$ cat config.mk
export PLATFORM = sky130hd
export DESIGN_NAME = phonetic_key_to_sinhala_utf8
export DESIGN_NICKNAME = d
export VERILOG_FILES = /design/src/design/pks2u_pkg.sv /design/src/design/phonetic_key_to_sinhala_utf8.sv
export SDC_FILE = /design/constraint.sdc
export NUM_CORES = 1
export LEC_CHECK = 0
export BUFFER_PORTS_ARGS = -buffer_cell sky130_fd_sc_hd__buf_4
export CAP_MARGIN = 25
export CORE_UTILIZATION = 55
export DETAILED_ROUTE_END_ITERATION = 7
export GPL_TIMING_DRIVEN = 0
export PLACE_DENSITY = 0.74
export RECOVER_POWER = 50
export SLEW_MARGIN = 15
export SYNTH_ARGS = -nofsm -noshare
export SYNTH_HDL_FRONTEND = slang
export SYNTH_SLANG_ARGS = --single-unit
$ cat constraint.sdc
create_clock -name clk -period 4.4 [get_ports clk]
set_input_delay 0.88 -clock clk [delete_from_list [all_inputs] [get_ports clk]]
set_output_delay 0.88 -clock clk [all_outputs]
set_load 0.03 [all_outputs]
$ cat src/design/pks2u_pkg.sv
package pks2u_pkg;

  localparam int IN_DATA_W  = 48;
  localparam int OUT_DATA_W = 16;
  localparam int BUF_BYTES  = 9;
  localparam int BUF_W      = BUF_BYTES * 8;
  localparam int CNT_W      = 4;

  localparam logic [15:0] KEY_BACKSPACE = 16'hff08;
  localparam logic [15:0] KEY_H         = 16'h0048;
  localparam logic [15:0] KEY_G         = 16'h0047;
  localparam logic [15:0] KEY_R         = 16'h0052;
  localparam logic [15:0] KEY_Y         = 16'h0059;
  localparam logic [15:0] KEY_ASCII_END = 16'h0080;

  localparam logic [7:0] UTF_LEAD_SIN  = 8'he0;
  localparam logic [7:0] UTF_SIN_LO    = 8'hb6;
  localparam logic [7:0] UTF_SIN_HI    = 8'hb7;
  localparam logic [7:0] UTF_LEAD_PUNC = 8'he2;
  localparam logic [7:0] UTF_PUNC_MID  = 8'h80;
  localparam logic [7:0] UTF_ZWNJ_LO   = 8'h8c;
  localparam logic [7:0] UTF_ZWJ_LO    = 8'h8d;
  localparam logic [7:0] CODE_ZWNJ     = 8'h0c;
  localparam logic [7:0] CODE_ZWJ      = 8'h0d;
  localparam logic [7:0] CODE_HI_BIT   = 8'h40;
  localparam logic [7:0] CODE_LO_MASK  = 8'h3f;
  localparam logic [7:0] CONS_FIRST    = 8'h9a;
  localparam logic [7:0] CONS_LAST     = 8'hc6;

  // Byte sequences, first emitted byte in the lowest bits.
  localparam logic [BUF_W-1:0] RAKA_BYTES  = 72'hbb_b6_e0_8d_80_e2_8a_b7_e0;
  localparam logic [BUF_W-1:0] YANSA_BYTES = 72'h00_00_00_ba_b6_e0_8a_b7_e0;

  typedef struct packed {
    logic       hit;
    logic [7:0] ch;
  } cons_key_t;

  typedef struct packed {
    logic       hit;
    logic [7:0] mp;
    logic [7:0] sg;
  } cons_code_t;

  typedef struct packed {
    logic       hit;
    logic [7:0] s0;
    logic [7:0] d0;
    logic [7:0] s1;
    logic [7:0] d1;
  } vow_t;

  typedef struct packed {
    logic        ok;
    logic [23:0] bytes;
  } enc_t;

  function automatic cons_key_t cons_by_key(input logic [15:0] k);
    cons_key_t r;
    r.hit = (k[15:8] == 8'h00);
    r.ch  = 8'h00;
    case (k[7:0])
      "q": r.ch = 8'ha4;
      "Q": r.ch = 8'ha5;
      "w": r.ch = 8'hca;
      "W": r.ch = 8'h0c;
      "r", "R": r.ch = 8'hbb;
      "t": r.ch = 8'had;
      "T": r.ch = 8'ha7;
      "y", "Y": r.ch = 8'hba;
      "p": r.ch = 8'hb4;
      "P": r.ch = 8'hb5;
      "s": r.ch = 8'hc3;
      "S": r.ch = 8'hc1;
      "d": r.ch = 8'haf;
      "D": r.ch = 8'ha9;
      "f", "F": r.ch = 8'hc6;
      "g": r.ch = 8'h9c;
      "G": r.ch = 8'h9f;
      "h", "H": r.ch = 8'hc4;
      "j": r.ch = 8'ha2;
      "J": r.ch = 8'ha3;
      "k": r.ch = 8'h9a;
      "K": r.ch = 8'h9b;
      "l": r.ch = 8'hbd;
      "L": r.ch = 8'hc5;
      "z": r.ch = 8'h8f;
      "Z": r.ch = 8'h90;
      "x": r.ch = 8'h82;
      "X": r.ch = 8'h9e;
      "c": r.ch = 8'ha0;
      "C": r.ch = 8'ha1;
      "v", "V": r.ch = 8'hc0;
      "b": r.ch = 8'hb6;
      "B": r.ch = 8'hb7;
      "n": r.ch = 8'hb1;
      "N": r.ch = 8'hab;
      "m": r.ch = 8'hb8;
      "M": r.ch = 8'hb9;
      default: r.hit = 1'b0;
    endcase
    return r;
  endfunction

  // Aspirate and nasal forms of the first consonant entry that holds the code.
  function automatic cons_code_t cons_by_code(input logic [7:0] c);
    cons_code_t r;
    r.hit = 1'b1;
    r.mp  = 8'h00;
    r.sg  = 8'h00;
    case (c)
      8'ha4, 8'ha5, 8'hca, 8'h0c, 8'hbb, 8'hba, 8'hc6, 8'hbd, 8'hc5,
      8'h8f, 8'h90, 8'h82, 8'h9e, 8'hc0, 8'hb8: ;
      8'had, 8'hae: r.mp = 8'hae;
      8'ha7, 8'ha8: r.mp = 8'ha8;
      8'hb4, 8'hb5: r.mp = 8'hb5;
      8'hc3, 8'hc2, 8'hc1: r.mp = 8'hc2;
      8'haf, 8'hb0, 8'hb3: begin
        r.mp = 8'hb0;
        r.sg = 8'hb3;
      end
      8'ha9, 8'haa, 8'hac: begin
        r.mp = 8'haa;
        r.sg = 8'hac;
      end
      8'h9c, 8'h9d, 8'h9f: begin
        r.mp = 8'h9d;
        r.sg = 8'h9f;
      end
      8'hc4, 8'h83: r.mp = 8'h83;
      8'ha2, 8'ha3, 8'ha6: begin
        r.mp = 8'ha3;
        r.sg = 8'ha6;
      end
      8'h9a, 8'h9b: r.mp = 8'h9b;
      8'ha0, 8'ha1: r.mp = 8'ha1;
      8'hb6, 8'hb7, 8'hb9: begin
        r.mp = 8'hb7;
        r.sg = 8'hb9;
      end
      8'hb1: r.sg = 8'h82;
      8'hab: r.sg = 8'h9e;
      default: r.hit = 1'b0;
    endcase
    return r;
  endfunction

  function automatic vow_t vow_by_key(input logic [15:0] k);
    vow_t r;
    r = '0;
    r.hit = (k[15:8] == 8'h00);
    case (k[7:0])
      "a": {r.s0, r.d0, r.s1, r.d1} = 32'h85_86_cf_cf;
      "A": {r.s0, r.d0, r.s1, r.d1} = 32'h87_88_d0_d1;
      "e", "E": {r.s0, r.d0, r.s1, r.d1} = 32'h91_92_d9_da;
      "i": {r.s0, r.d0, r.s1, r.d1} = 32'h89_8a_d2_d3;
      "I": {r.s0, r.d0, r.s1, r.d1} = 32'h93_00_db_db;
      "o": {r.s0, r.d0, r.s1, r.d1} = 32'h94_95_dc_dd;
      "O": {r.s0, r.d0, r.s1, r.d1} = 32'h96_00_de_df;
      "u": {r.s0, r.d0, r.s1, r.d1} = 32'h8b_8c_d4_d6;
      "U": {r.s0, r.d0, r.s1, r.d1} = 32'h8d_8e_d8_f2;
      default: r.hit = 1'b0;
    endcase
    return r;
  endfunction

  // UTF-8 bytes of an 8-bit code, first byte lowest. Plain codes give nothing.
  function automatic enc_t encode_code(input logic [7:0] code);
    enc_t r;
    r = '0;
    if (code[7]) begin
      r.ok = 1'b1;
      if (!code[6]) begin
        r.bytes = {code, UTF_SIN_LO, UTF_LEAD_SIN};
      end else begin
        r.bytes = {(code & CODE_LO_MASK) | UTF_PUNC_MID, UTF_SIN_HI, UTF_LEAD_SIN};
      end
    end else if (code == CODE_ZWNJ || code == CODE_ZWJ) begin
      r.ok    = 1'b1;
      r.bytes = {UTF_PUNC_MID | code, UTF_PUNC_MID, UTF_LEAD_PUNC};
    end
    return r;
  endfunction

  // Code of the character held in the three bytes before the cursor.
  function automatic logic [7:0] decode_prev(input logic [7:0] a, input logic [7:0] b,
                                             input logic [7:0] c);
    logic [7:0] r;
    r = 8'h00;
    if (a == UTF_LEAD_SIN) begin
      if (b == UTF_SIN_LO) begin
        r = c;
      end else if (b == UTF_SIN_HI) begin
        r = c | CODE_HI_BIT;
      end
    end else if (a == UTF_LEAD_PUNC && b == UTF_PUNC_MID) begin
      if (c == UTF_ZWNJ_LO) begin
        r = CODE_ZWNJ;
      end else if (c == UTF_ZWJ_LO) begin
        r = CODE_ZWJ;
      end
    end
    return r;
  endfunction

endpackage

$ cat src/design/phonetic_key_to_sinhala_utf8.sv
// Phonetic keyboard to Sinhala UTF-8 converter.
//
// Input stream: one beat per key event. The beat carries the keysym, the
// release and modifier flags, and the three bytes in front of the cursor.
// Output stream: one beat per committed UTF-8 byte (one to nine per key), or a
// single beat with byte_valid low when the key commits nothing. tlast marks
// the final beat of each key; handled and delete_before repeat on every beat.
//
// A key accepted into the input register is converted combinationally and
// moves into the output register once the serializer is empty or the last
// beat of the current key is taken; its first byte is then offered there.
// Throughput: one byte per cycle while out_tready is high, so a key holds the
// output serializer for its output beats (1 to 9). The input register takes the
// next key while the serializer still drains the current one, and the next key
// moves in as the last beat of the current one is taken.
//
// Reset (rst_n low, synchronous) empties both registers. When the receiver
// holds out_tready low, the current beat stays on the port unchanged, and one
// further key waits in the input register with in_tready low.
module phonetic_key_to_sinhala_utf8
  import pks2u_pkg::*;
(
  input  logic                  clk,
  input  logic                  rst_n,
  input  logic                  in_tvalid,
  output logic                  in_tready,
  // key_code[15:0], key_release[16], other_modifier[17], prev_valid[18],
  // prev_byte_a[26:19], prev_byte_b[34:27], prev_byte_c[42:35], zero pad above
  input  logic [IN_DATA_W-1:0]  in_tdata,
  output logic                  out_tvalid,
  input  logic                  out_tready,
  // handled[0], delete_before[1], byte_valid[2], out_byte[10:3], zero pad above
  output logic [OUT_DATA_W-1:0] out_tdata,
  output logic                  out_tlast
);

  // Input register.
  logic                 s1_valid_r;
  logic [IN_DATA_W-1:0] s1_data_r;

  // Output serializer: the remaining bytes shift down one per beat.
  logic             s2_valid_r;
  logic [BUF_W-1:0] s2_buf_r;
  logic [CNT_W-1:0] s2_cnt_r;
  logic             s2_bv_r;
  logic             s2_hand_r;
  logic             s2_del_r;

  logic s2_last;
  logic s2_load;
  logic in_beat;
  logic out_beat;

  // Fields of the held key.
  logic [15:0] key;
  logic        key_rel;
  logic        key_mod;
  logic        pv;
  logic [7:0]  prev;

  // Conversion result.
  cons_key_t        ck;
  cons_code_t       cc;
  vow_t             vk;
  enc_t             enc;
  logic             l1;
  logic             use_code;
  logic [7:0]       code;
  logic             handled;
  logic             del;
  logic [BUF_W-1:0] cbuf;
  logic [CNT_W-1:0] n;

  assign key     = s1_data_r[15:0];
  assign key_rel = s1_data_r[16];
  assign key_mod = s1_data_r[17];
  assign pv      = s1_data_r[18];
  assign prev    = pv ? decode_prev(s1_data_r[26:19], s1_data_r[34:27], s1_data_r[42:35])
                      : 8'h00;

  assign ck  = cons_by_key(key);
  assign vk  = vow_by_key(key);
  assign cc  = cons_by_code(prev);
  // Modifier keys only act on a known consonant before the cursor.
  assign l1  = cc.hit && (prev != 8'h00);

  always_comb begin
    handled  = 1'b0;
    del      = 1'b0;
    use_code = 1'b0;
    code     = 8'h00;
    cbuf     = '0;
    n        = '0;
    if (!key_rel && !key_mod && key != 16'h0000) begin
      if (ck.hit) begin
        handled = 1'b1;
        if (l1 && key == KEY_H && cc.mp != 8'h00) begin
          del      = 1'b1;
          use_code = 1'b1;
          code     = cc.mp;
        end else if (l1 && key == KEY_G && cc.sg != 8'h00) begin
          del      = 1'b1;
          use_code = 1'b1;
          code     = cc.sg;
        end else if (l1 && key == KEY_R) begin
          cbuf = RAKA_BYTES;
          n    = CNT_W'(9);
        end else if (l1 && key == KEY_Y) begin
          cbuf = YANSA_BYTES;
          n    = CNT_W'(6);
        end else begin
          use_code = 1'b1;
          code     = ck.ch;
        end
      end else if (vk.hit) begin
        handled  = 1'b1;
        use_code = 1'b1;
        // After a consonant the vowel takes its sign form; a repeated vowel
        // replaces the one before the cursor with its long form.
        if (prev inside {[CONS_FIRST:CONS_LAST]}) begin
          code = vk.s1;
        end else if (pv && prev == vk.s0) begin
          del  = 1'b1;
          code = vk.d0;
        end else if (pv && prev == vk.s1) begin
          del  = 1'b1;
          code = vk.d1;
        end else begin
          code = vk.s0;
        end
      end else if (key < KEY_ASCII_END) begin
        handled = 1'b1;
        cbuf    = BUF_W'(key[7:0]);
        n       = CNT_W'(1);
      end else if (key == KEY_BACKSPACE) begin
        handled = 1'b1;
        del     = 1'b1;
      end
    end
    enc = encode_code(code);
    if (use_code && enc.ok) begin
      cbuf = BUF_W'(enc.bytes);
      n    = CNT_W'(3);
    end
  end

  assign s2_last  = (s2_cnt_r == CNT_W'(1));
  assign out_beat = s2_valid_r && out_tready;
  assign s2_load  = s1_valid_r && (!s2_valid_r || (out_tready && s2_last));
  assign in_tready = !s1_valid_r || s2_load;
  assign in_beat  = in_tvalid && in_tready;

  always_ff @(posedge clk) begin
    if (!rst_n) begin
      s1_valid_r <= 1'b0;
    end else if (in_beat) begin
      s1_valid_r <= 1'b1;
    end else if (s2_load) begin
      s1_valid_r <= 1'b0;
    end
  end

  always_ff @(posedge clk) begin
    if (in_beat) begin
      s1_data_r <= in_tdata;
    end
  end

  always_ff @(posedge clk) begin
    if (!rst_n) begin
      s2_valid_r <= 1'b0;
    end else if (s2_load) begin
      s2_valid_r <= 1'b1;
    end else if (out_beat && s2_last) begin
      s2_valid_r <= 1'b0;
    end
  end

  // A key that commits nothing still gives one beat, with byte_valid low.
  always_ff @(posedge clk) begin
    if (s2_load) begin
      s2_buf_r  <= cbuf;
      s2_cnt_r  <= (n == '0) ? CNT_W'(1) : n;
      s2_bv_r   <= (n != '0);
      s2_hand_r <= handled;
      s2_del_r  <= del;
    end else if (out_beat) begin
      s2_buf_r <= s2_buf_r >> 8;
      s2_cnt_r <= s2_cnt_r - CNT_W'(1);
    end
  end

  assign out_tvalid = s2_valid_r;
  assign out_tlast  = s2_last;
  assign out_tdata  = {5'b0, s2_buf_r[7:0], s2_bv_r, s2_del_r, s2_hand_r};

endmodule
Word level (Yosys, flattened, before mapping)
Index checks and enable logic that the tools add are counted.

word-level totals
  register bits after elaboration = 124
  input port bits = 52
  output and inout bits = 19
  word-level logic and storage cells = 258

cells by class
  $add $sub $neg = 1
  magnitude comparators = 3
  equality and inequality tests = 116
  muxes and demuxes = 73
  reduce and logical (&&, ||, !) cells = 57

operators by type and width
  operator              number
  $mux 72               8
  $eq 8x8->1 const B    53
  $eq 8x7->1 const B    52
  $pmux 8 s37           1
  $pmux 32 s9           1
  $mux 8                16
  $pmux 8 s12           1
  $eq 16x7->1 const B   4
  $pmux 8 s7            1
  $mux 25               2
  $mux 4                12
  $mux 48               1
  $reduce_or 47->1      1
  $reduce_or 42->1      1
  $mux 1                28
  $eq 8x4->1 const B    3
  $reduce_bool 8->1     3
  $reduce_or 2->1       12
  $logic_and 1x1->1     19
  $reduce_or 3->1       6
  $eq 16x16->1 const B  1
  $eq 8x8->1            2
  $lt 16x8->1 const B   1
  $reduce_bool 16->1    1
  other kinds (13)      20

Logic depth before layout (Yosys ltp)
Gate-level depths: netlist of the first run.

  depth in word-level cells = 26
  gate-level depth with buffers = 16
  gate-level depth less buffers = 11

Least setup slack after synthesis of the first run
No wires, ideal clock.

  path type = reg2reg
  from = register s1_data_r[22]
  to = register s2_buf_r[5] (data pin)
  library setup time = 0.256 ns
  arrival = 3.510 ns
  data required time = 4.144 ns
  slack = 0.633 ns
  cell stages (with the launch flop) = 14
  path buffers = 2
  period minus slack after synthesis = 3.767 ns
  path through = edfxtp_1 -> or4_4 -> buf_6 -> nor4_4 -> nand2_1 -> buf_2 -> a2111oi_4 -> o2111ai_2 -> a211oi_2 -> o211ai_1 -> or3_1 -> a32oi_2 -> nand3_2 -> o22a_1

between the ends
  longest elaborated chain between the ends = 23
  elaborated cells between the ends (all ways) = 116
  those cells by class = 2 x order compare; 53 x eq/ne; 32 x mux; 29 x reduce/logical

RTL lines
  item                                             line                                 source
  from (decl)                                      phonetic_key_to_sinhala_utf8.sv:39   logic [IN_DATA_W-1:0] s1_data_r;
  from (signal assigned)                           phonetic_key_to_sinhala_utf8.sv:165  s1_data_r <= in_tdata;
  $eq 8x8->1                                       pks2u_pkg.sv:196                     end else if (a == UTF_LEAD_PUNC && b == UTF_PUNC_MID) begin
  $logic_and 1x1->1                                pks2u_pkg.sv:196
  $mux 4                                           pks2u_pkg.sv:196
  $mux 8 *                                         pks2u_pkg.sv:190                     if (a == UTF_LEAD_SIN) begin
  $mux 8 *                                         phonetic_key_to_sinhala_utf8.sv:78   assign prev = pv ? decode_prev(s1_data_r[26:19], s1_data_r[34:27], s1_data_r[42:35])
  $eq 8x8->1 / $eq 8x4->1 (equally long branches)  pks2u_pkg.sv:111                     case (c)
  $reduce_or 47->1 (no source line)                -
  $mux 1                                           pks2u_pkg.sv:111
  [... 7 more ...]                                 -
  $mux 8                                           phonetic_key_to_sinhala_utf8.sv:94   if (!key_rel && !key_mod && key != 16'h0000) begin
  $eq 8x4->1                                       pks2u_pkg.sv:178                     end else if (code == CODE_ZWNJ || code == CODE_ZWJ) begin
  $logic_or 1x1->1                                 pks2u_pkg.sv:178
  $mux 25                                          pks2u_pkg.sv:178
  $mux 25                                          pks2u_pkg.sv:171                     if (code[7]) begin
  $logic_and 1x1->1                                phonetic_key_to_sinhala_utf8.sv:141  if (use_code && enc.ok) begin
  $mux 72 *                                        phonetic_key_to_sinhala_utf8.sv:141
  $mux 72 *                                        phonetic_key_to_sinhala_utf8.sv:181  if (s2_load) begin
  to (signal assigned)                             phonetic_key_to_sinhala_utf8.sv:182  s2_buf_r <= cbuf;
  to (signal assigned)                             phonetic_key_to_sinhala_utf8.sv:188  s2_buf_r <= s2_buf_r >> 8;
  to (decl)                                        phonetic_key_to_sinhala_utf8.sv:43   logic [BUF_W-1:0] s2_buf_r;

Mark *: on every way between the ends. The rest lies on a longest branch, timed or not.
A chain may end at the register's enable or synchronous reset.

Worst setup path after layout of the first run
  from = register s1_data_r[18]
  to = register s2_buf_r[6] (data pin)

between the ends
  longest elaborated chain between the ends = 19
  elaborated cells between the ends (all ways) = 111
  those cells by class = 2 x order compare; 51 x eq/ne; 30 x mux; 28 x reduce/logical

RTL lines
  item                                             line                                 source
  $mux 8                                           phonetic_key_to_sinhala_utf8.sv:78
  $eq 8x8->1 / $eq 8x4->1 (equally long branches)  pks2u_pkg.sv:111
  $reduce_or 47->1 (no source line)                -
  $mux 1                                           pks2u_pkg.sv:111
  $logic_and 1x1->1                                phonetic_key_to_sinhala_utf8.sv:85   assign l1 = cc.hit && (prev != 8'h00);
  $logic_and 1x1->1                                phonetic_key_to_sinhala_utf8.sv:108  end else if (l1 && key == KEY_Y) begin
  $mux 8                                           phonetic_key_to_sinhala_utf8.sv:108
  $mux 8                                           phonetic_key_to_sinhala_utf8.sv:105  end else if (l1 && key == KEY_R) begin
  [... 3 more ...]                                 -
  $mux 8                                           phonetic_key_to_sinhala_utf8.sv:94
  $eq 8x4->1                                       pks2u_pkg.sv:178
  $logic_or 1x1->1                                 pks2u_pkg.sv:178
  $mux 25                                          pks2u_pkg.sv:178
  $mux 25                                          pks2u_pkg.sv:171
  $logic_and 1x1->1                                phonetic_key_to_sinhala_utf8.sv:141
  $mux 72 *                                        phonetic_key_to_sinhala_utf8.sv:141
  $mux 72 *                                        phonetic_key_to_sinhala_utf8.sv:181

Marks and branches as above.

==> reports/qor.csv, run 1 <==
stage,metric,value,unit
outcome,outcome,"complete, but fails checks",
outcome,failing checks,"design-rule violations, max-capacitance violations, max-slew violations, negative setup slack",
logic_synthesis,"Cell Area, Synth",8450,um^2
setup_path,R2R Path Start,s1_data_r[18],
floorplan,full die area,15900,um^2
worst_hold_path,worst hold stages,2,
floorplan,Core Box Area,14800,um^2
job,Max Cap Viol,1,
cts,Post-CTS Hold Buffers,0,
floorplan,Die Height,126,um
logic_synthesis,Synth top area share,35.2,%
placement,dpl hpwl,24.7,mm
logic_synthesis,"top cells by area, synth","edfxtp_1 35%, nand2_1 5.5%, nor2_1 3.7%",
placement,placed cells,1253,
cts,clock-pin slew on the worst setup and hold paths,0.07,ns
sta,fin crit share,103,%
setup_path,Worst setup EP type,flop,
logic_synthesis,post-synth top area cell,edfxtp_1,
layout,antenna diode count,0,
power,Pleak,3.35,nW
logic_synthesis,Post-synth ARST share,0,%
logic_synthesis,Synth Area per Inst,8.44,um^2
sta,setup tns final,-0.311,ns
global_route,global-route wire length before repair,52.1,mm
sta,Slew @ Worst Pin,1.80,ns
setup_path,Register-to-Register Path Depth,12,
sta,FMAX,221,MHz
power,VDD IR-drop max,455,uV
routing,met2 WL,14.8,mm
floorplan,initial core utilization,57.3,%
sta,final setup violation count,5,
power,total power,0.00249,W
sta,fin worst setup slack,-0.135,ns
cts,cts bufs inserted,9,
sta,Slew Limit Fails,35,
routing,Antenna Nets Post-Route,0,
sta,Clock Skew,0.0103,ns
sta,crit path time final,4.53,ns
cts,H-tree depth,3,
setup_path,crit path launch,s1_data_r[18],
worst_hold_path,worst min path class,reg2reg,
routing,final WL,34.4,mm
routing,Detailed Route Iter0 Violations,1837,
logic_synthesis,top_reg_cell synth,edfxtp_1,
setup_path,WP data arrival,4.64,ns
setup_path,Slowest Stage Delay on Critical Path,0.51,ns
routing,Via-to-Cell Ratio,7.55,
routing,WL/cell,26.6,um
routing,M1 wire length,12.7,mm
logic_synthesis,Synth Warn #,0,
logic_synthesis,Yosys reg bits,101,
layout,fin cells,1292,
floorplan,die span in x,126,um
floorplan,row count,44,
logic_synthesis,most common cell in the netlist,nand2_1,
sta,worst-case headroom to the max-slew limit,-20.0,%
cts,clock root cell,clkbuf_16,
cts,"Clk Latency, worst-skew pair",0.36,ns
global_route,pin count of the biggest net entering global routing,36,
routing,number of iterations in the first detailed-routing pass,8,
cts,clock sinks,101,
setup_path,crit path launch type,flop,
setup_path,Crit Path Class,reg2reg,
placement,Port Buffers,60,
floorplan,IO Count,71,
routing,highest routed layer,met4,
layout,P&R area growth vs syn,18.6,%
sta,RSZ-0062 raised after global routing,yes,
global_route,vias in the first global route,8824,
logic_synthesis,Mapped Cells,1002,
worst_hold_path,hold path endpoint,s2_buf_r[44],
power,Pwr per Cell Area,249,nW/um^2
global_route,Overflow after GRT,0,
global_route,initial antenna violation count,0,
logic_synthesis,most frequent cells after synthesis,"123 x nand2_1, 99 x edfxtp_1, 83 x nor2_1",
worst_hold_path,Hold Startpoint,s2_buf_r[52],
routing,Via Count,9761,
logic_synthesis,"Distinct cells, synth",100,
setup_path,FF-to-FF setup slack,-0.13,ns
cts,Max clock buf depth,2,
setup_path,CP Data Required Time,4.50,ns
setup_path,CP Cell Sequence,clkbuf_2 > and4b_1 > nand4_1 > nor2_1 > o311ai_2 > or4b_1 > a211oi_2 > o211ai_1 > or3_4 > a32oi_4 > nand3_4 > o22a_1,
placement,Final Wtd Congestion,1.13,
setup_path,Worst R2R End,s2_buf_r[6],
sta,endpoints failing hold,0,
logic_synthesis,"EDFF count, synth",99,
layout,layout cells sized above 1,20.0,%
routing,WL met3,5.15,mm
routing,# DRC,37,
setup_path,CP max FO,10,
global_route,Total GRT Usage,43.3,%
cts,CTS tree,done,
setup_path,Critical-path top delay cell,edfxtp_1,
logic_synthesis,"Seq/Total Area, Yosys",35.6,%
layout,NumNets Final,1157,
## logic make-up (layout without fill, tap and decap cells)
family,after synthesis,count (layout),synth area share (%)
compound gates,280,280,24.7
flops,101,101,35.6
mux,8,8,0.977
xor+xnor,8,8,0.829
other cells,1,5,0.0444
buf+inv,100,202,5.49
simple gates,501,501,31.9
fa+ha+maj,3,3,0.414
## flip-flops by register name, summed over array words and instances, names as in the netlist
name	cells
out_tvalid	1
s1_data_r	43
s1_valid_r	1
s2_buf_r	49
s2_bv_r	1
s2_cnt_r	4
s2_del_r	1
s2_hand_r	1
## power breakdown
| part | switching, W | leakage [nW] | internal [W] | total (W) |
|---|---|---|---|---|
| registers | 0.0000440 | 0.977 | 0.00115 | 0.00119 |
| clock network | 0.000369 | 0.152 | 0.000449 | 0.000818 |
| logic | 0.000323 | 2.22 | 0.000160 | 0.000483 |
## worst max-delay path by stage
stage | to | slack (ns) | depth (start not counted)
CTS | s2_buf_r[21] | -0.09 | 12
detailed placement | s2_buf_r[21] | -0.73 | 13
global placement | s2_buf_r[21] | -0.83 | 13
floorplan | s2_buf_r[5] | 0.63 | 13
global route | s2_buf_r[6] | -0.14 | 13
finish | s2_buf_r[6] | -0.13 | 12
## per-stage QoR
stage                     hold slack, ns  util [%]  worst slack, ns  area [um^2]
final                              0.536      68.0           -0.135        10000
after global routing               0.573      68.0           -0.137        10000
after CTS                          0.527      66.2          -0.0863         9760
after detailed placement           0.504      62.4           -0.730         9200
after global placement             0.492      62.0           -0.826         9150
after floorplan                    0.484         -            0.633         8470
## layout make-up
class | count | area, um^2
multi-input combinational | 805 | 5370
fill | 1151 | 4730
sequential | 101 | 3010
timing repair buffer | 87 | 632
buffer | 86 | 432
tap | 184 | 230
clock buffer | 9 | 225
clock inverter | 7 | 81.3
inverter | 13 | 48.8
## layout by cell type (no fill, tap or decap), types with 9 or more instances in the layout
master	count
nand2_1	122
edfxtp_1	99
nor2_1	78
buf_4	53
clkbuf_1	46
nor3_1	45
clkbuf_4	44
o21ai_0	42
nand3_1	40
a21oi_1	39
nand4_1	27
and2_1	22
o211ai_1	20
nand2b_1	19
nor4_1	17
clkbuf_2	14
o22ai_1	14
inv_1	12
nor2b_1	12
and3_1	12
o31ai_1	12
or2_2	10
a22oi_1	10
or3_1	9
a211oi_1	9
clkbuf_16	9
## metal layers
layer,vias up,track usage (%)
li1,4098,-
met1,4566,57.2
met2,904,65.1
met3,193,13.9
met4,0,18.6
met5,-,0
## worst max-delay path: cells and delay by family (launching register included)
kind,cells,cell delay [ns]
AOI/OAI and AO/OA,5,1.48
buffers and inverters,1,0.29
DFF,1,0.51
and+or+nand+nor,6,1.99
## what timing repair did
item                       in CTS  in global routing
gates resized for setup        36                 56
pin swaps                       7                  8
setup endpoints to repair      22                 32
buffers inserted               11                 13
Note: power is estimated with default switching activity, not from simulation.
==> inputs of run 2 (changes only) <==
- RECOVER_POWER: 50 -> unset
==> reports/qor.csv, run 2 (synthesis gave the netlist of run 1 again) <==
stage,metric,value,unit,change
sta,RSZ-0062 raised after global routing,yes,,unchanged
power,net switching power figure,0.000736,W,about the same
floorplan,full die area,15900,um^2,unchanged
layout,P&R area growth vs syn,19.1,%,was 18.6%
setup_path,Crit Path Class,reg2reg,,unchanged
routing,number of iterations in the first detailed-routing pass,8,,unchanged
setup_path,CP Data Required Time,4.50,ns,about the same
power,Reg power frac,47.6,%,was 47.8%
outcome,failing checks,negative setup slack,,"was design-rule violations, max-capacitance violations, max-slew violations, negative setup slack"
outcome,outcome,"complete, but fails checks",,unchanged
layout,Top reg by flops,s2_buf_r,,unchanged
worst_hold_path,worst min path class,reg2reg,,unchanged
floorplan,Die Height,126,um,unchanged
sta,Slew @ Worst Pin,0.932,ns,was 1.80 ns
placement,Port Buffers,60,,unchanged
sta,fin worst setup slack,-0.120,ns,was -0.135 ns
placement,Setup WS pre-CTS,-0.730,ns,unchanged
setup_path,CP max FO,10,,unchanged
layout,fin cells,1292,,unchanged
global_route,initial antenna violation count,0,,unchanged
sta,crit path time final,4.52,ns,was 4.53 ns
power,Combinational Power Share,19.7,%,was 19.4%
sta,worst-case headroom to the max-slew limit,37.3,%,was -20.0%
routing,Via-to-Cell Ratio,7.58,,was 7.55
global_route,pin count of the biggest net entering global routing,36,,unchanged
placement,dpl hpwl,24.7,mm,unchanged
routing,Antenna Nets Post-Route,0,,unchanged
routing,# DRC,0,,was 37
sta,Slew Limit Fails,0,,was 35
layout,largest registers,"s2_buf_r x49, s1_data_r x43, s2_cnt_r x4",,unchanged
power,VDD IR-drop max,453,uV,was 455 uV
worst_hold_path,worst hold stages,2,,unchanged
placement,Final Wtd Congestion,1.13,,unchanged
layout,"commonest non-fill, non-tap cell in the layout",nand2_1,,unchanged
setup_path,Worst setup EP type,flop,,unchanged
setup_path,WP data arrival,4.62,ns,was 4.64 ns
setup_path,CP Cell Sequence,clkbuf_2 > and4b_1 > nand4_1 > clkbuf_2 > nor3_1 > o41ai_2 > o211ai_1 > o311ai_2 > o211ai_1 > or3_4 > a32oi_4 > nand3_4 > o22a_1,,was clkbuf_2 > and4b_1 > nand4_1 > nor2_1 > o311ai_2 > or4b_1 > a211oi_2 > o211ai_1 > or3_4 > a32oi_4 > nand3_4 > o22a_1
floorplan,IO Count,71,,unchanged
layout,NumNets Final,1157,,unchanged
layout,max reg flops,49,,unchanged
sta,final setup violation count,5,,unchanged
sta,endpoints failing hold,0,,unchanged
setup_path,Register-to-Register Path Depth,13,,was 12
global_route,vias in the first global route,8824,,unchanged
layout,fin util,68.2,%,was 68.0%
power,Pleak,3.39,nW,was 3.35 nW
global_route,Overflow after GRT,0,,unchanged
routing,Via Count,9793,,"was 9,761"
cts,clock root cell,clkbuf_16,,unchanged
cts,Post-CTS Hold Buffers,0,,unchanged
floorplan,row count,44,,unchanged
cts,CTS tree,done,,unchanged
setup_path,crit path launch type,flop,,unchanged
setup_path,Slowest Stage Delay on Critical Path,0.51,ns,about the same
sta,setup tns final,-0.245,ns,was -0.311 ns
cts,clock sinks,101,,unchanged
floorplan,die span in x,126,um,unchanged
setup_path,Critical-path top delay cell,edfxtp_1,,unchanged
power,Pwr per Cell Area,248,nW/um^2,was 249 nW/um^2
global_route,Total GRT Usage,43.3,%,unchanged
cts,Max clock buf depth,2,,unchanged
power,Switching Share,29.4,%,was 29.5%
cts,H-tree depth,3,,unchanged
sta,Clock Skew,0.0110,ns,was 0.0103 ns
layout,antenna diode count,0,,unchanged
sta,fin crit share,103,%,about the same
layout,layout cells sized above 1,20.8,%,was 20.0%
cts,clock-pin slew on the worst setup and hold paths,0.07,ns,about the same
sta,FMAX,221,MHz,about the same
routing,Detailed Route Iter0 Violations,1934,,"was 1,837"
floorplan,initial core utilization,57.3,%,unchanged
global_route,global-route wire length before repair,52.1,mm,unchanged
power,Internal Pwr Total,0.00176,W,about the same
layout,most frequent cells in the layout,"122 x nand2_1, 103 x buf_4, 99 x edfxtp_1",,"was 122 x nand2_1, 99 x edfxtp_1, 78 x nor2_1"
job,Max Cap Viol,0,,was 1
placement,placed cells,1253,,unchanged
cts,"Clk Latency, worst-skew pair",0.36,ns,about the same
routing,WL/cell,26.6,um,about the same
routing,final WL,34.4,mm,about the same
cts,cts bufs inserted,9,,unchanged
floorplan,Core Box Area,14800,um^2,unchanged
power,clock power share,32.7,%,was 32.8%
-- run 2: stage by stage --
stage | hold slack, ns | total power [W] | cell area, um^2
final | 0.530 | 0.00250 | 10100
after global routing | 0.573 | 0.00256 | 10100
after CTS | 0.527 | 0.00246 | 9760
after detailed placement | 0.504 | 0.00164 | 9200
after global placement | 0.492 | 0.00162 | 9150
after floorplan | 0.484 | 0.00148 | 8470
-- run 2: worst max-delay path: cells and delay by family (launching register included) --
| kind | cells | cell delay [ns] |
|---|---|---|
| and+or+nand+nor | 5 | 1.27 |
| buffers and inverters | 2 | 0.60 |
| DFF | 1 | 0.51 |
| AOI/OAI and AO/OA | 6 | 1.87 |
-- run 2: cell type report --
| type | instances | area, um^2 |
|---|---|---|
| sequential | 101 | 3010 |
| inverter | 13 | 48.8 |
| fill | 1138 | 4680 |
| multi-input combinational | 805 | 5370 |
| clock buffer | 9 | 225 |
| timing repair buffer | 87 | 674 |
| tap | 184 | 230 |
| clock inverter | 7 | 81.3 |
| buffer | 86 | 432 |
-- run 2: worst paths after layout --
path	start	end	slack, ns
setup reg to reg	s1_data_r[18]	s2_buf_r[6]	-0.12
hold / removal	s2_buf_r[45]	s2_buf_r[37]	0.53
hold reg to reg	s2_buf_r[45]	s2_buf_r[37]	0.53
setup / recovery	s1_data_r[18]	s2_buf_r[6]	-0.12
-- run 2: power by group through the flow --
stage / Combinational, W / Clock [W] / Sequential [W]
floorplan: 0.000285 / 0 / 0.00119
global placement: 0.000424 / 0 / 0.00120
detailed placement: 0.000438 / 0 / 0.00120
CTS: 0.000455 / 0.000816 / 0.00119
global route: 0.000516 / 0.000849 / 0.00119
finish: 0.000492 / 0.000818 / 0.00119
-- run 2: timing repair --
item,in CTS,in global routing
endpoints found under the setup margin,22,32
pin swaps,7,8
cloned,0,0
buffers inserted,11,13
resized for setup,36,56
-- run 2: per-layer routing --
layer | vias to the layer above | track usage (%) | wire length [um]
li1 | 4104 | - | -
met1 | 4557 | 57.2 | 12600
met2 | 925 | 65.1 | 14700
met3 | 207 | 13.9 | 5080
met4 | 0 | 18.6 | 1990
met5 | - | 0 | 0
==> inputs of run 3 (changes only) <==
--- a/config.mk
+++ b/config.mk
@@ -11,5 +11,5 @@
 export DETAILED_ROUTE_END_ITERATION = 7
 export GPL_TIMING_DRIVEN = 0
-export PLACE_DENSITY = 0.74
+export PLACE_DENSITY_LB_ADDON = 0.1
 export SLEW_MARGIN = 15
 export SYNTH_ARGS = -nofsm -noshare
==> constraint.sdc (replaced) <==
create_clock -name clk -period 4.4 [get_ports clk]
set_input_delay 0.88 -clock clk [delete_from_list [all_inputs] [get_ports clk]]
set_output_delay 0.88 -clock clk [all_outputs]
set_load 0.01 [all_outputs]
==> reports/qor.csv, run 3 (synthesis gave the netlist of run 1 again) <==
stage,metric,value,unit,change
outcome,outcome,"complete, but fails checks",,unchanged
outcome,failing checks,"design-rule violations, negative setup slack",,was negative setup slack
cts,clock root cell,clkbuf_16,,unchanged
cts,cts bufs inserted,9,,unchanged
layout,fin util,68.9,%,was 68.2%
layout,most frequent cells in the layout,"122 x nand2_1, 109 x buf_4, 99 x edfxtp_1",,"was 122 x nand2_1, 103 x buf_4, 99 x edfxtp_1"
global_route,initial antenna violation count,2,,was 0
setup_path,CP Data Required Time,4.51,ns,was 4.50 ns
cts,clock sinks,101,,unchanged
placement,dpl cell area,9210,um^2,was 9200 um^2
power,Internal Pwr Total,0.00177,W,was 0.00176 W
routing,Detailed Route Iter0 Violations,2224,,"was 1,934"
layout,design area,10200,um^2,"was 10,100 um^2"
sta,Slew @ Worst Pin,1.02,ns,was 0.932 ns
power,net switching power figure,0.000737,W,was 0.000736 W
cts,CTS tree,done,,unchanged
placement,Final Wtd Congestion,1.13,,about the same
sta,final setup violation count,14,,was 5
routing,Via Count,9985,,"was 9,793"
global_route,Overflow after GRT,0,,unchanged
layout,max reg flops,49,,unchanged
sta,crit path time final,4.62,ns,was 4.52 ns
power,Switching Share,29.4,%,about the same
sta,Slew Limit Fails,0,,unchanged
setup_path,Crit Path Class,reg2reg,,unchanged
floorplan,full die area,15900,um^2,unchanged
power,Combinational Power Share,19.1,%,was 19.7%
routing,WL/cell,27.6,um,was 26.6 um
global_route,global-route wire length before repair,52.5,mm,was 52.1 mm
power,VDD IR-drop max,454,uV,was 453 uV
sta,endpoints failing hold,0,,unchanged
power,total power,0.00251,W,was 0.00250 W
cts,Max clock buf depth,2,,unchanged
layout,largest registers,"s2_buf_r x49, s1_data_r x43, s2_cnt_r x4",,unchanged
job,Max Cap Viol,0,,unchanged
setup_path,WP data arrival,4.73,ns,was 4.62 ns
power,Reg power frac,47.7,%,was 47.6%
placement,dpl hpwl,24.9,mm,was 24.7 mm
setup_path,CP max FO,10,,unchanged
floorplan,Die Height,126,um,unchanged
routing,Via-to-Cell Ratio,7.69,,was 7.58
routing,Antenna Nets Post-Route,0,,unchanged
layout,antenna diode count,0,,unchanged
sta,fin crit share,105,%,was 103%
sta,worst-case headroom to the max-slew limit,31.2,%,was 37.3%
sta,RSZ-0062 raised after global routing,yes,,unchanged
power,clock power share,33.2,%,was 32.7%
placement,Port Buffers,60,,unchanged
power,Pwr per Cell Area,246,nW/um^2,was 248 nW/um^2
layout,layout cells sized above 1,21.5,%,was 20.8%
routing,number of iterations in the first detailed-routing pass,8,,unchanged
cts,"Clk Latency, worst-skew pair",0.35,ns,was 0.36 ns
cts,clock-pin slew on the worst setup and hold paths,0.08,ns,was 0.07 ns
floorplan,die span in x,126,um,unchanged
routing,# DRC,21,,was 0
sta,Clock Skew,0.0134,ns,was 0.0110 ns
global_route,vias in the first global route,8777,,"was 8,824"
routing,final WL,35.8,mm,was 34.4 mm
global_route,Total GRT Usage,43.5,%,was 43.3%
cts,Post-CTS Hold Buffers,0,,unchanged
sta,fin worst setup slack,-0.221,ns,was -0.120 ns
setup_path,crit path launch type,flop,,unchanged
cts,H-tree depth,3,,unchanged
floorplan,Core Box Area,14800,um^2,unchanged
floorplan,row count,44,,unchanged
setup_path,Worst setup EP type,flop,,unchanged
layout,"commonest non-fill, non-tap cell in the layout",nand2_1,,unchanged
global_route,pin count of the biggest net entering global routing,36,,unchanged
worst_hold_path,worst min path class,reg2reg,,unchanged
sta,Hold Slack,0.517,ns,was 0.530 ns
sta,FMAX,216,MHz,was 221 MHz
power,Pleak,3.43,nW,was 3.39 nW
floorplan,initial core utilization,57.3,%,unchanged
layout,NumNets Final,1164,,"was 1,157"
layout,P&R area growth vs syn,20.3,%,was 19.1%
layout,Top reg by flops,s2_buf_r,,unchanged
floorplan,IO Count,71,,unchanged
run 3: changes by cell type in the layout (fill, tap and decap cells not counted), moves of 3 or more:
cell      delta
buf_4        +6
clkbuf_2     -4
clkbuf_1     +3
clkinv_4     -3
nor2_2       +3
nor3_1       +3
run 3: cell type report:
type | instances | area (um^2)
Clock buffer | 9 | 225
Sequential cell | 101 | 3010
Buffer | 85 | 437
Clock inverter | 7 | 90.1
Tap cell | 184 | 230
Timing Repair Buffer | 95 | 729
Multi-Input combinational cell | 805 | 5400
Inverter | 13 | 48.8
Fill cell | 1082 | 4580
run 3: through the flow:
step,setup TNS (ns),setup WS (ns),cells
global placement,-7.33,-0.867,1250
floorplan,0,0.633,1006
detailed placement,-6.15,-0.807,1254
global route,-2.48,-0.234,1299
CTS,-0.0861,-0.0350,1280
finish,-1.10,-0.221,1299
run 3: power by group through the flow:
stage	Sequential [W]	Clock, W	Combinational [W]
3_5_place_dp	0.00120	0	0.000419
2_1_floorplan	0.00119	0	0.000270
6_report	0.00120	0.000832	0.000478
3_3_place_gp	0.00120	0	0.000406
5_1_grt	0.00120	0.000859	0.000500
4_1_cts	0.00119	0.000827	0.000434
run 3: path summary, 6_finish.rpt:
path | slack, ns | cells after the start | start | to
setup / recovery | -0.22 | 14 | s1_data_r[20] | s2_buf_r[18]
hold / removal | 0.52 | 2 | s2_buf_r[21] | s2_buf_r[13]
setup reg to reg | -0.22 | 14 | s1_data_r[20] | s2_buf_r[18]
hold reg to reg | 0.52 | 2 | s2_buf_r[21] | s2_buf_r[13]
run 3: timing repair:
action	in CTS	in global routing
setup buffers	10	20
setup endpoints to repair	26	23
pin swaps	5	15
gates resized for setup	32	65
run 3: critical path, cell delays in order, from the launching register on:
cell	delay (ns)
edfxtp_1	0.50
or4_4	0.57
buf_8	0.18
a211oi_4	0.34
nand2b_4	0.20
buf_8	0.15
nor3_1	0.08
a211o_1	0.26
or4_1	0.55
clkbuf_4	0.20
o21ai_0	0.29
o21ai_0	0.12
a22oi_1	0.37
o21ai_1	0.29
a22o_1	0.27
run 3: per-layer routing:
metal	track usage, %	part of all wire [%]	wire [um]	vias up
met5	0	0	0	-
met4	16.1	5.6	1990	0
met3	10.9	16	5610	237
met2	67.7	43	15300	1020
met1	58.6	36	12900	4611
li1	-	-	-	4117
